### src/sv/gufmc_pkg.sv
// package: types, codes and constants of the maze carver unit
package gufmc_pkg;

   localparam int MAX_COLUMNS_DEF = 64;
   localparam int MAX_ROWS_DEF    = 64;

   // width that holds a grid limit up to the largest parameter value
   localparam int LIMIT_W = 9;

   localparam int OP_W     = 2;
   localparam int COORD_W  = 6;
   localparam int CSR_W    = 7;
   localparam int CSR_IDX_W = 2;

   localparam logic [OP_W-1:0] OP_CLEAR = 2'd0;
   localparam logic [OP_W-1:0] OP_CARVE = 2'd1;
   localparam logic [OP_W-1:0] OP_READ  = 2'd2;
   localparam logic [OP_W-1:0] OP_NONE  = 2'd3;

   localparam logic [CSR_IDX_W-1:0] CSR_GRID_WIDTH  = 2'd0;
   localparam logic [CSR_IDX_W-1:0] CSR_GRID_HEIGHT = 2'd1;

   localparam logic [CSR_W-1:0] GRID_WIDTH_RESET  = 7'd64;
   localparam logic [CSR_W-1:0] GRID_HEIGHT_RESET = 7'd64;

   localparam logic [1:0] DIR_LEFT  = 2'd0;
   localparam logic [1:0] DIR_RIGHT = 2'd1;
   localparam logic [1:0] DIR_UP    = 2'd2;
   localparam logic [1:0] DIR_DOWN  = 2'd3;

   typedef struct packed {
      logic [OP_W-1:0]    op;
      logic [COORD_W-1:0] cell_column;
      logic [COORD_W-1:0] cell_row;
   } req_type;

   typedef struct packed {
      logic joined_left;
      logic joined_right;
      logic joined_up;
      logic joined_down;
      logic open_left;
      logic open_up;
      logic bad_cell;
   } rsp_type;

   typedef struct packed {
      logic load;
      logic sweep_step;
      logic wall_read;
      logic dir_next;
      logic start_a;
      logic start_b;
      logic find_read;
      logic follow;
      logic save_a;
      logic link;
   } cmd_type;

   typedef struct packed {
      logic [OP_W-1:0] op;
      logic            bad;
      logic            nbr_ok;
      logic            dir_last;
      logic            at_root;
      logic            roots_differ;
      logic            sweep_last;
   } status_type;

endpackage

### src/sv/gufmc_ctrl.sv
// controller: sequences clear sweeps, parent chain walks and responses
module gufmc_ctrl (
   input  logic                  clock,
   input  logic                  reset,
   input  logic                  start,
   output logic                  busy,
   output logic                  rsp_strobe,
   output gufmc_pkg::cmd_type    cmd,
   input  gufmc_pkg::status_type status
);

   localparam logic [3:0] ST_IDLE   = 4'd0;
   localparam logic [3:0] ST_DECODE = 4'd1;
   localparam logic [3:0] ST_SWEEP  = 4'd2;
   localparam logic [3:0] ST_DIR    = 4'd3;
   localparam logic [3:0] ST_A_RD   = 4'd4;
   localparam logic [3:0] ST_A_CHK  = 4'd5;
   localparam logic [3:0] ST_B_RD   = 4'd6;
   localparam logic [3:0] ST_B_CHK  = 4'd7;
   localparam logic [3:0] ST_RESP   = 4'd8;

   logic [3:0] state_ff;
   logic [3:0] state_in;

   always_ff @(posedge clock) begin
      if (reset) begin
         state_ff <= ST_SWEEP;
      end else begin
         state_ff <= state_in;
      end
   end

   always_comb begin
      state_in = state_ff;
      cmd      = '0;
      unique case (state_ff)
         ST_IDLE: begin
            if (start) begin
               cmd.load = 1'b1;
               state_in = ST_DECODE;
            end
         end
         ST_DECODE: begin
            unique case (status.op)
               gufmc_pkg::OP_CLEAR: state_in = ST_SWEEP;
               gufmc_pkg::OP_CARVE: state_in = status.bad ? ST_RESP : ST_DIR;
               gufmc_pkg::OP_READ: begin
                  cmd.wall_read = !status.bad;
                  state_in      = ST_RESP;
               end
               default: state_in = ST_RESP;
            endcase
         end
         ST_SWEEP: begin
            cmd.sweep_step = 1'b1;
            if (status.sweep_last) begin
               // the sweep after reset has no item to answer
               state_in = (status.op == gufmc_pkg::OP_CLEAR) ? ST_RESP : ST_IDLE;
            end
         end
         ST_DIR: begin
            priority if (status.nbr_ok) begin
               cmd.start_a = 1'b1;
               state_in    = ST_A_RD;
            end else if (status.dir_last) begin
               state_in = ST_RESP;
            end else begin
               cmd.dir_next = 1'b1;
            end
         end
         ST_A_RD: begin
            cmd.find_read = 1'b1;
            state_in      = ST_A_CHK;
         end
         ST_A_CHK: begin
            if (status.at_root) begin
               cmd.save_a  = 1'b1;
               cmd.start_b = 1'b1;
               state_in    = ST_B_RD;
            end else begin
               cmd.follow = 1'b1;
               state_in   = ST_A_RD;
            end
         end
         ST_B_RD: begin
            cmd.find_read = 1'b1;
            state_in      = ST_B_CHK;
         end
         ST_B_CHK: begin
            if (status.at_root) begin
               cmd.link = status.roots_differ;
               if (status.dir_last) begin
                  state_in = ST_RESP;
               end else begin
                  cmd.dir_next = 1'b1;
                  state_in     = ST_DIR;
               end
            end else begin
               cmd.follow = 1'b1;
               state_in   = ST_B_RD;
            end
         end
         ST_RESP: state_in = ST_IDLE;
         default: state_in = ST_IDLE;
      endcase
   end

   assign busy       = (state_ff != ST_IDLE);
   assign rsp_strobe = (state_ff == ST_RESP);

endmodule

### config.mk
export PLATFORM = sky130hd
export DESIGN_NAME = gufmc_ctrl
export DESIGN_NICKNAME = d
export VERILOG_FILES = /design/src/sv/gufmc_pkg.sv /design/src/sv/gufmc_ctrl.sv
export SDC_FILE = /design/constraint.sdc
export NUM_CORES = 1
export LEC_CHECK = 0
export ABC_AREA = 1
export BUFFER_PORTS_ARGS = -buffer_cell sky130_fd_sc_hd__buf_2
export CAP_MARGIN = 20
export CORE_AREA = 2 2 39 41
export DETAILED_ROUTE_END_ITERATION = 6
export DIE_AREA = 0 0 41 43
export HOLD_SLACK_MARGIN = 0.06
export PLACE_DENSITY = 0.69
export RECOVER_POWER = 25
export SLEW_MARGIN = 15
export SYNTH_ARGS = -nofsm -noshare
export SYNTH_HDL_FRONTEND = slang
export SYNTH_SLANG_ARGS = --single-unit
### constraint.sdc
create_clock -name clock -period 1.2 [get_ports clock]
set_input_delay 0.18 -clock clock [delete_from_list [all_inputs] [get_ports clock]]
set_output_delay 0.18 -clock clock [all_outputs]
set_load 0.01 [all_outputs]
# Yosys cells after proc, flatten, opt, wreduce, memory -nomap -nowiden
# Cells that the tools add are included.
# W data, S select, Z words.
word_totals:
  regBits: 4
  output_inout_bits: 12
  elab_cells: 50
op_classes:
  n_eq_ne: 13
  n_mux: 29
  n_reduce_logical: 7
op_table:
  columns: ["op", "n"]
  rows:
  - ["$mux W4", 8]
  - ["$pmux W4 S8", 1]
  - ["$mux W1", 17]
  - ["$eq A4 B3 Y1 const B", 4]
  - ["$eq A4 B2 Y1 const B", 2]
  - ["$pmux W4 S2", 1]
  - ["$eq A4 B1 Y1 const B", 1]
  - ["$eq A4 B4 Y1 const B", 1]
  - ["$logic_not A4 Y1", 1]
  - ["$ne A2 B2 Y1 const B", 2]
  - ["$reduce_bool A4 Y1", 1]
  - ["$reduce_or A2 Y1", 2]
  - ["$ne A3 B3 Y1 const B", 1]
  - ["$reduce_and A3 Y1", 1]
  - ["$eq A2 B1 Y1 const B", 1]
  - ["$eq A2 B2 Y1 const B", 1]
  - ["$logic_not A2 Y1", 1]
  - ["$mux W2", 1]
  - ["$pmux W1 S2", 1]
  - ["$logic_not A1 Y1", 1]

# Longest topological paths before layout
# Gate-level depths: netlist (run 1).
depth:
  ltp_word: 4
  depth_mapped: 9
  depth_no_buf: 8

# Worst setup path after synthesis (run 1)
# OpenSTA, ideal clock, no wires.
synth_path:
  kind: "register -> output"
  from: "reg state_ff[2]"
  to: "out cmd[4] (netlist bit)"
  arrival_ns: 1.019
  required_ns: 1.020
  setup_slack_ns: 0.001
  path_stages_with_launch: 4
  path_buffers: 1
  path_cell_list: "dfxtp_1 > nand2_2 > nor3_2 > buf_4"
synth_lines:
  columns: ["item", "line_no", "text"]
  rows:
  - ["from (decl)", "gufmc_ctrl.sv:22", "logic [3:0] state_ff;"]
  - ["from (signal assigned)", "gufmc_ctrl.sv:29", "state_ff <= state_in;"]
  - ["to (decl)", "gufmc_ctrl.sv:8", "output gufmc_pkg::cmd_type cmd,"]

==> impl_metrics.json, run 1 <==
{
  "whs_path_depth": 2,
  "grt_pass1_wl_microns": 1911,
  "hold_viol": 0,
  "rr_endpoint": "state_ff[3]$_SDFFE_PP0P_",
  "detail-route-antenna-nets": 0,
  "p_sw_uw": 296.3,
  "num_rows": 14,
  "pwr-share-clk": 0.240,
  "nets": 127,
  "top_register": "state_ff",
  "swShare": 0.4132,
  "synth_area_sq_um": 466.7,
  "globalplace.congestion": 0.7977,
  "diodes": 0,
  "postCtsHoldBufs": 0,
  "drv_cap": 0,
  "htreeDepth": 1,
  "synth_cells": 78,
  "cts_tree": "built",
  "fin_util": 0.5796,
  "outcome": "finished with violations",
  "ios": 23,
  "grt_max_degree": 8,
  "ys_seq_area_frac": 0.1716,
  "stdcell_area_sq_um": 802.0,
  "cp-end-kind": "primary output",
  "drtIter0Drc": 12,
  "grt_pass1_vias": 517,
  "timing.final.ws_setup_ns": -0.1710,
  "rsz0062_at_grt": "yes",
  "cts_buffers": 3,
  "whs_endpoint": "state_ff[0]$_SDFFE_PP0P_",
  "comb_power_share": 0.501,
  "start_util": 0.3373,
  "area_growth_pct": 71.85,
  "violations": "negative setup slack",
  "overflow": 0,
  "wire_per_inst_microns": 10.92,
  "arrival_ns": 1.19,
  "fin_skew_ns": 0.004229,
  "rrSetupSlack_ns": 0.05,
  "root_buffer": "clkbuf_4",
  "via_per_inst": 4.700,
  "relSlewSlack": 0.8442,
  "dpl.hpwl_microns": 984.8,
  "die_area_sq_um": 1763,
  "p_int_uw": 420.8,
  "vdd_drop_max_mv": 0.3421,
  "antenna_found_initial": 0,
  "path_clk_slew_ns": 0.04,
  "final_layout_size_suffix_gt1_frac": 0.6404,
  "worstHoldStart": "reset",
  "p_per_area_nw_per_um2": 894.1,
  "dr_total_vias": 611,
  "synth.avg_cell_area_sq_um": 5.983,
  "worst-r2r-cell-count": 7,
  "wl_microns": 1419,
  "min_path_type": "in2reg",
  "worstMarginPinSlew_ns": 0.2319,
  "crit_fanout": 4,
  "fmax_mhz": 729.4,
  "path_class": "reg2out",
  "synth_cell_types": 20,
  "leakage_uw": 0.0004275,
  "yosys_warnings": 0,
  "fillers": 128,
  "period_needed_ns": 1.371,
  "start_kind": "flop",
  "grt_usage": 0.1596,
  "largest_reg_flops": 4,
  "final_cells": 130,
  "syn_nets": 89,
  "coreArea_sq_um": 1384,
  "drt_pass1_iterations": 4,
  "drc": 0,
  "fin_crit_sh": 1.143,
  "crit_required_ns": 1.02,
  "fp.dieH_microns": 43,
  "setup_viol": 11,
  "seqPwrFrac": 0.259,
  "fp.dieW_microns": 41,
  "top_regs": "state_ff (4)",
  "portBuffers": 22,
  "clock_latency_ns": 0.24,
  "r2r-start": "state_ff[2]$_SDFFE_PP0P_",
  "drv_slew": 0,
  "clockBufferDepth": 2,
  "ys_ff_latch": 4,
  "dp_cells": 121,
  "dpl-instance-area_sq_um": 630.6,
  "clock-sinks": 4
}
-- worst max-delay path: stages, from the launching register on --
cell,delay [ns]
dfxtp_4,0.36
nor2_4,0.18
nand3_2,0.10
nor4_1,0.15
buf_2,0.17
-- layer usage --
metal / wire [microns] / track usage / share of wire / vias up
met5: 0 / 0 / 0 / -
met4: 32 / 0.1133 / 0.023 / 0
met3: 56 / 0.02094 / 0.039 / 4
met2: 765 / 0.2563 / 0.54 / 17
met1: 565 / 0.1801 / 0.40 / 270
li1: - / - / - / 320
-- repair_timing --
action | in CTS | in global routing
pin swaps | 1 | 4
cloned | 0 | 0
setup endpoints to repair | 13 | 15
resized for setup | 14 | 17
buffers inserted | 2 | 4
-- cell usage in the layout, fill, tap and decap left out, drive strengths merged --
| master | instances |
|---|---|
| nor2 | 18 |
| inv | 14 |
| a21oi | 1 |
| dfxtp | 4 |
| nand3 | 8 |
| clkbuf | 3 |
| and3 | 1 |
| nand2 | 19 |
| nor4 | 2 |
| nor3 | 6 |
| a31oi | 1 |
| buf | 35 |
| o21ai | 2 |
-- cell families (layout without fill, tap and decap cells) --
group,Yosys count,count (layout),synth area share
and+or+nand+nor,54,54,0.6220
buffers and inverters,16,52,0.1528
AOI/OAI and AO/OA,4,4,0.05361
DFF,4,4,0.1716
-- worst max-delay path by stage --
stage	to	from	slack, ns
global route	cmd[7]	state_ff[2]$_SDFFE_PP0P_	-0.22
CTS	cmd[6]	state_ff[2]$_SDFFE_PP0P_	-0.16
floorplan	cmd[4]	state_ff[2]$_SDFFE_PP0P_	0.001
detailed placement	state_ff[1]$_SDFFE_PP1P_	state_ff[3]$_SDFFE_PP0P_	-0.007
finish	cmd[7]	state_ff[2]$_SDFFE_PP0P_	-0.17
global placement	cmd[7]	state_ff[2]$_SDFFE_PP0P_	-0.008
-- layout make-up --
cell class / count / area (sq um) / area share
flip-flops and latches: 4 / 92.59 / 0.1154
well taps: 16 / 20.02 / 0.02496
clock buffers: 3 / 22.52 / 0.02808
inverters: 14 / 57.56 / 0.07176
repair buffers: 35 / 220.2 / 0.2746
multi-input cells: 58 / 389.1 / 0.4852
-- cells in the mapped netlist, drive strengths merged --
cell type	count	share of area
and3	1	0.013
nor3	6	0.075
a31oi	1	0.013
nand3	8	0.11
nand2	19	0.19
dfxtp	4	0.17
buf	2	0.040
o21ai	2	0.021
nor4	2	0.027
inv	14	0.11
a21oi	1	0.019
nor2	18	0.21
-- power by group through the flow --
| stage | clock, uW | combinational, uW | sequential, uW |
|---|---|---|---|
| after floorplan | 0 | 191 | 164 |
| after global placement | 0 | 276 | 173 |
| after detailed placement | 0 | 279 | 173 |
| after CTS | 174 | 303 | 176 |
| after global routing | 187 | 395 | 189 |
| final | 172 | 359 | 186 |
-- per-stage QoR --
step	setup TNS [ns]	worst slack [ns]	hold slack, ns	power [uW]
floorplan	0	0.001227	0.2424	355.3
global placement	-0.008187	-0.008187	0.3891	448.2
detailed placement	-0.007163	-0.007163	0.3896	452.1
CTS	-1.091	-0.1555	0.1301	652.4
global route	-1.768	-0.2217	0.1450	770.7
finish	-1.134	-0.1710	0.1388	717.1
(Power assumes the default switching activity.)
==> run 2, diff against run 1 <==
--- a/config.mk
+++ b/config.mk
@@ -14,6 +14,7 @@
 export HOLD_SLACK_MARGIN = 0.06
 export PLACE_DENSITY = 0.69
 export RECOVER_POWER = 25
+export SETUP_SLACK_MARGIN = 0.2
 export SLEW_MARGIN = 15
 export SYNTH_ARGS = -nofsm -noshare
 export SYNTH_HDL_FRONTEND = slang
==> constraint.sdc (replaced) <==
create_clock -name clock -period 1.2 [get_ports clock]
set_input_delay 0.18 -clock clock [delete_from_list [all_inputs] [get_ports clock]]
set_output_delay 0.18 -clock clock [all_outputs]
set_load 0.05 [all_outputs]
==> impl_metrics.json, run 2 (synthesis results as in run 1) <==
{
  "final_cell_mix": "buf_4 (20), buf_6 (13), nor2_1 (10), buf_2 (10)",
  "ios": 23,
  "detail-route-antenna-nets": 0,
  "arrival_ns": 1.22,
  "drv_cap": 0,
  "swShare": 0.4423,
  "die_area_sq_um": 1763,
  "worst-r2r-cell-count": 9,
  "wl_met3_microns": 74,
  "hold_viol": 0,
  "cts_tree": "built",
  "rsz0062_at_grt": "yes",
  "fin_crit_sh": 1.168,
  "diodes": 0,
  "r2r-start": "state_ff[0]$_SDFFE_PP0P_",
  "fillers": 85,
  "final_layout_size_suffix_gt1_frac": 0.7188,
  "slowest_stage": "dfxtp_4",
  "p_per_area_nw_per_um2": 872.2,
  "crit_family": "simple AND/OR/NAND/NOR gates",
  "drc": 0,
  "crit_required_ns": 1.02,
  "seqPwrFrac": 0.191,
  "htreeDepth": 1,
  "pwr-share-clk": 0.188,
  "total_power_uw": 956.0,
  "wire_per_inst_microns": 11.93,
  "fp.dieW_microns": 41,
  "drv_slew": 0,
  "relSlewSlack": 0.7416,
  "worst-path-stages": 6,
  "top_register": "state_ff",
  "timing.final.ws_setup_ns": -0.2016,
  "p_sw_uw": 422.9,
  "startpoint": "state_ff[2]$_SDFFE_PP0P_",
  "crit_fanout": 4,
  "final_common_cell": "buf_4",
  "overflow": 0,
  "fp.dieH_microns": 43,
  "grt_max_degree": 6,
  "fin_skew_ns": 0.006457,
  "via_per_inst": 4.729,
  "clock-sinks": 4,
  "rr_endpoint": "state_ff[3]$_SDFFE_PP0P_",
  "period_needed_ns": 1.402,
  "met2_wirelength_microns": 1002,
  "endpoint": "cmd[6]",
  "cp_num_buf_inv": 2,
  "clock_latency_ns": 0.23,
  "antenna_found_initial": 0,
  "wl_met1_microns": 641,
  "violations": "negative setup slack",
  "critPathMaxStageDelay_ns": 0.37,
  "drtIter0Drc": 22,
  "cts_buffers": 3,
  "grt_usage": 0.2131,
  "clockBufferDepth": 2,
  "dpl.hpwl_microns": 1089,
  "highest_layer": "met3",
  "nets": 140,
  "outcome": "finished with violations",
  "whs_path_depth": 2,
  "vdd_drop_max_mv": 0.5294,
  "multi_input_area_sq_um": 469.2,
  "grt_pass1_vias": 647,
  "min_path_type": "in2reg",
  "leakage_uw": 0.0005304,
  "drt_pass1_iterations": 4,
  "cp-end-kind": "primary output",
  "root_buffer": "clkbuf_4",
  "crit_top_cell": "nor2_4",
  "fmax_mhz": 713.5,
  "start_util": 0.3373,
  "num_rows": 14,
  "coreArea_sq_um": 1384,
  "start_kind": "flop",
  "dr_total_vias": 681,
  "portBuffers": 22,
  "path_class": "reg2out",
  "p_int_uw": 533.1,
  "final-seq-area_sq_um": 95.09,
  "setup_viol": 15,
  "globalplace.congestion": 0.7901,
  "tns_ns": -2.160,
  "crit_chain": "nor2_4 -> nand2_2 -> nor2_4 -> inv_2 -> nand2_4 -> buf_8",
  "wl_microns": 1718,
  "area_growth_pct": 134.9,
  "largest_reg_flops": 4,
  "comb_power_share": 0.621,
  "path_clk_slew_ns": 0.04,
  "rrSetupSlack_ns": -0.04,
  "worstMarginPinSlew_ns": 0.3847,
  "top_regs": "state_ff (4)",
  "grt_pass1_wl_microns": 2573
}
==> run 2: cell count changes in the layout (fill, tap and decap cells not counted), moves of 2 or more <==
| cell | change |
|---|---|
| buf_8 | +5 |
| nor4_1 | -2 |
| nor3_2 | -2 |
| buf_2 | -10 |
| buf_4 | +7 |
| nor3_4 | +3 |
| buf_6 | +11 |
| nor4_4 | +2 |
==> run 2: power groups by stage <==
stage	clock, uW	sequential (uW)	combinational, uW
floorplan	0	171	314
finish	180	182	594
global route	194	185	633
global placement	0	173	430
CTS	183	175	540
detailed placement	0	174	436
==> run 2: worst min path at each step <==
stage / startpoint / to / slack, ns
finish: reset / state_ff[0]$_SDFFE_PP0P_ / 0.13
global route: reset / state_ff[0]$_SDFFE_PP0P_ / 0.14
CTS: reset / state_ff[0]$_SDFFE_PP0P_ / 0.13
detailed placement: reset / state_ff[0]$_SDFFE_PP0P_ / 0.38
global placement: reset / state_ff[0]$_SDFFE_PP0P_ / 0.38
floorplan: reset / state_ff[0]$_SDFFE_PP0P_ / 0.24
==> run 2: repair_timing <==
action                                  in CTS  in global routing
gates cloned                                 0                  0
hold buffers                                 0                  0
gates resized for setup                     42                 15
setup buffers                                6                  5
pin swaps                                    8                  9
endpoints found under the setup margin      16                 16
==> run 2: worst register-to-register path, delay by kind of cell, from the launching register on <==
family	cells	cell delay (ns)
compound gates	1	0.08
flops	1	0.37
simple gates	5	0.38
buf+inv	3	0.35
==> run 2: layout make-up <==
class	count	area share
inverters	14	0.05822
flip-flops and latches	4	0.08676
repair buffers	48	0.3847
well taps	16	0.01826
multi-input cells	58	0.4281
clock buffers	4	0.02397
==> run 2: through the flow <==
step	instance area, sq um	utilization	hold WS [ns]	std cells	setup slack (ns)
after floorplan	568.0	-	0.2424	78	-0.2384
after global placement	788.3	0.5696	0.3848	129	-0.06645
after detailed placement	788.3	0.5696	0.3832	129	-0.08845
after CTS	996.0	0.7197	0.1286	139	-0.1921
after global routing	1096	0.7920	0.1362	144	-0.2625
final	1096	0.7920	0.1300	144	-0.2016
==> run 2: per-layer routing <==
layer	global-route usage	vias up
met5	0	-
met4	0.04000	0
met3	0.04188	0
met2	0.4063	26
met1	0.2194	310
li1	-	345
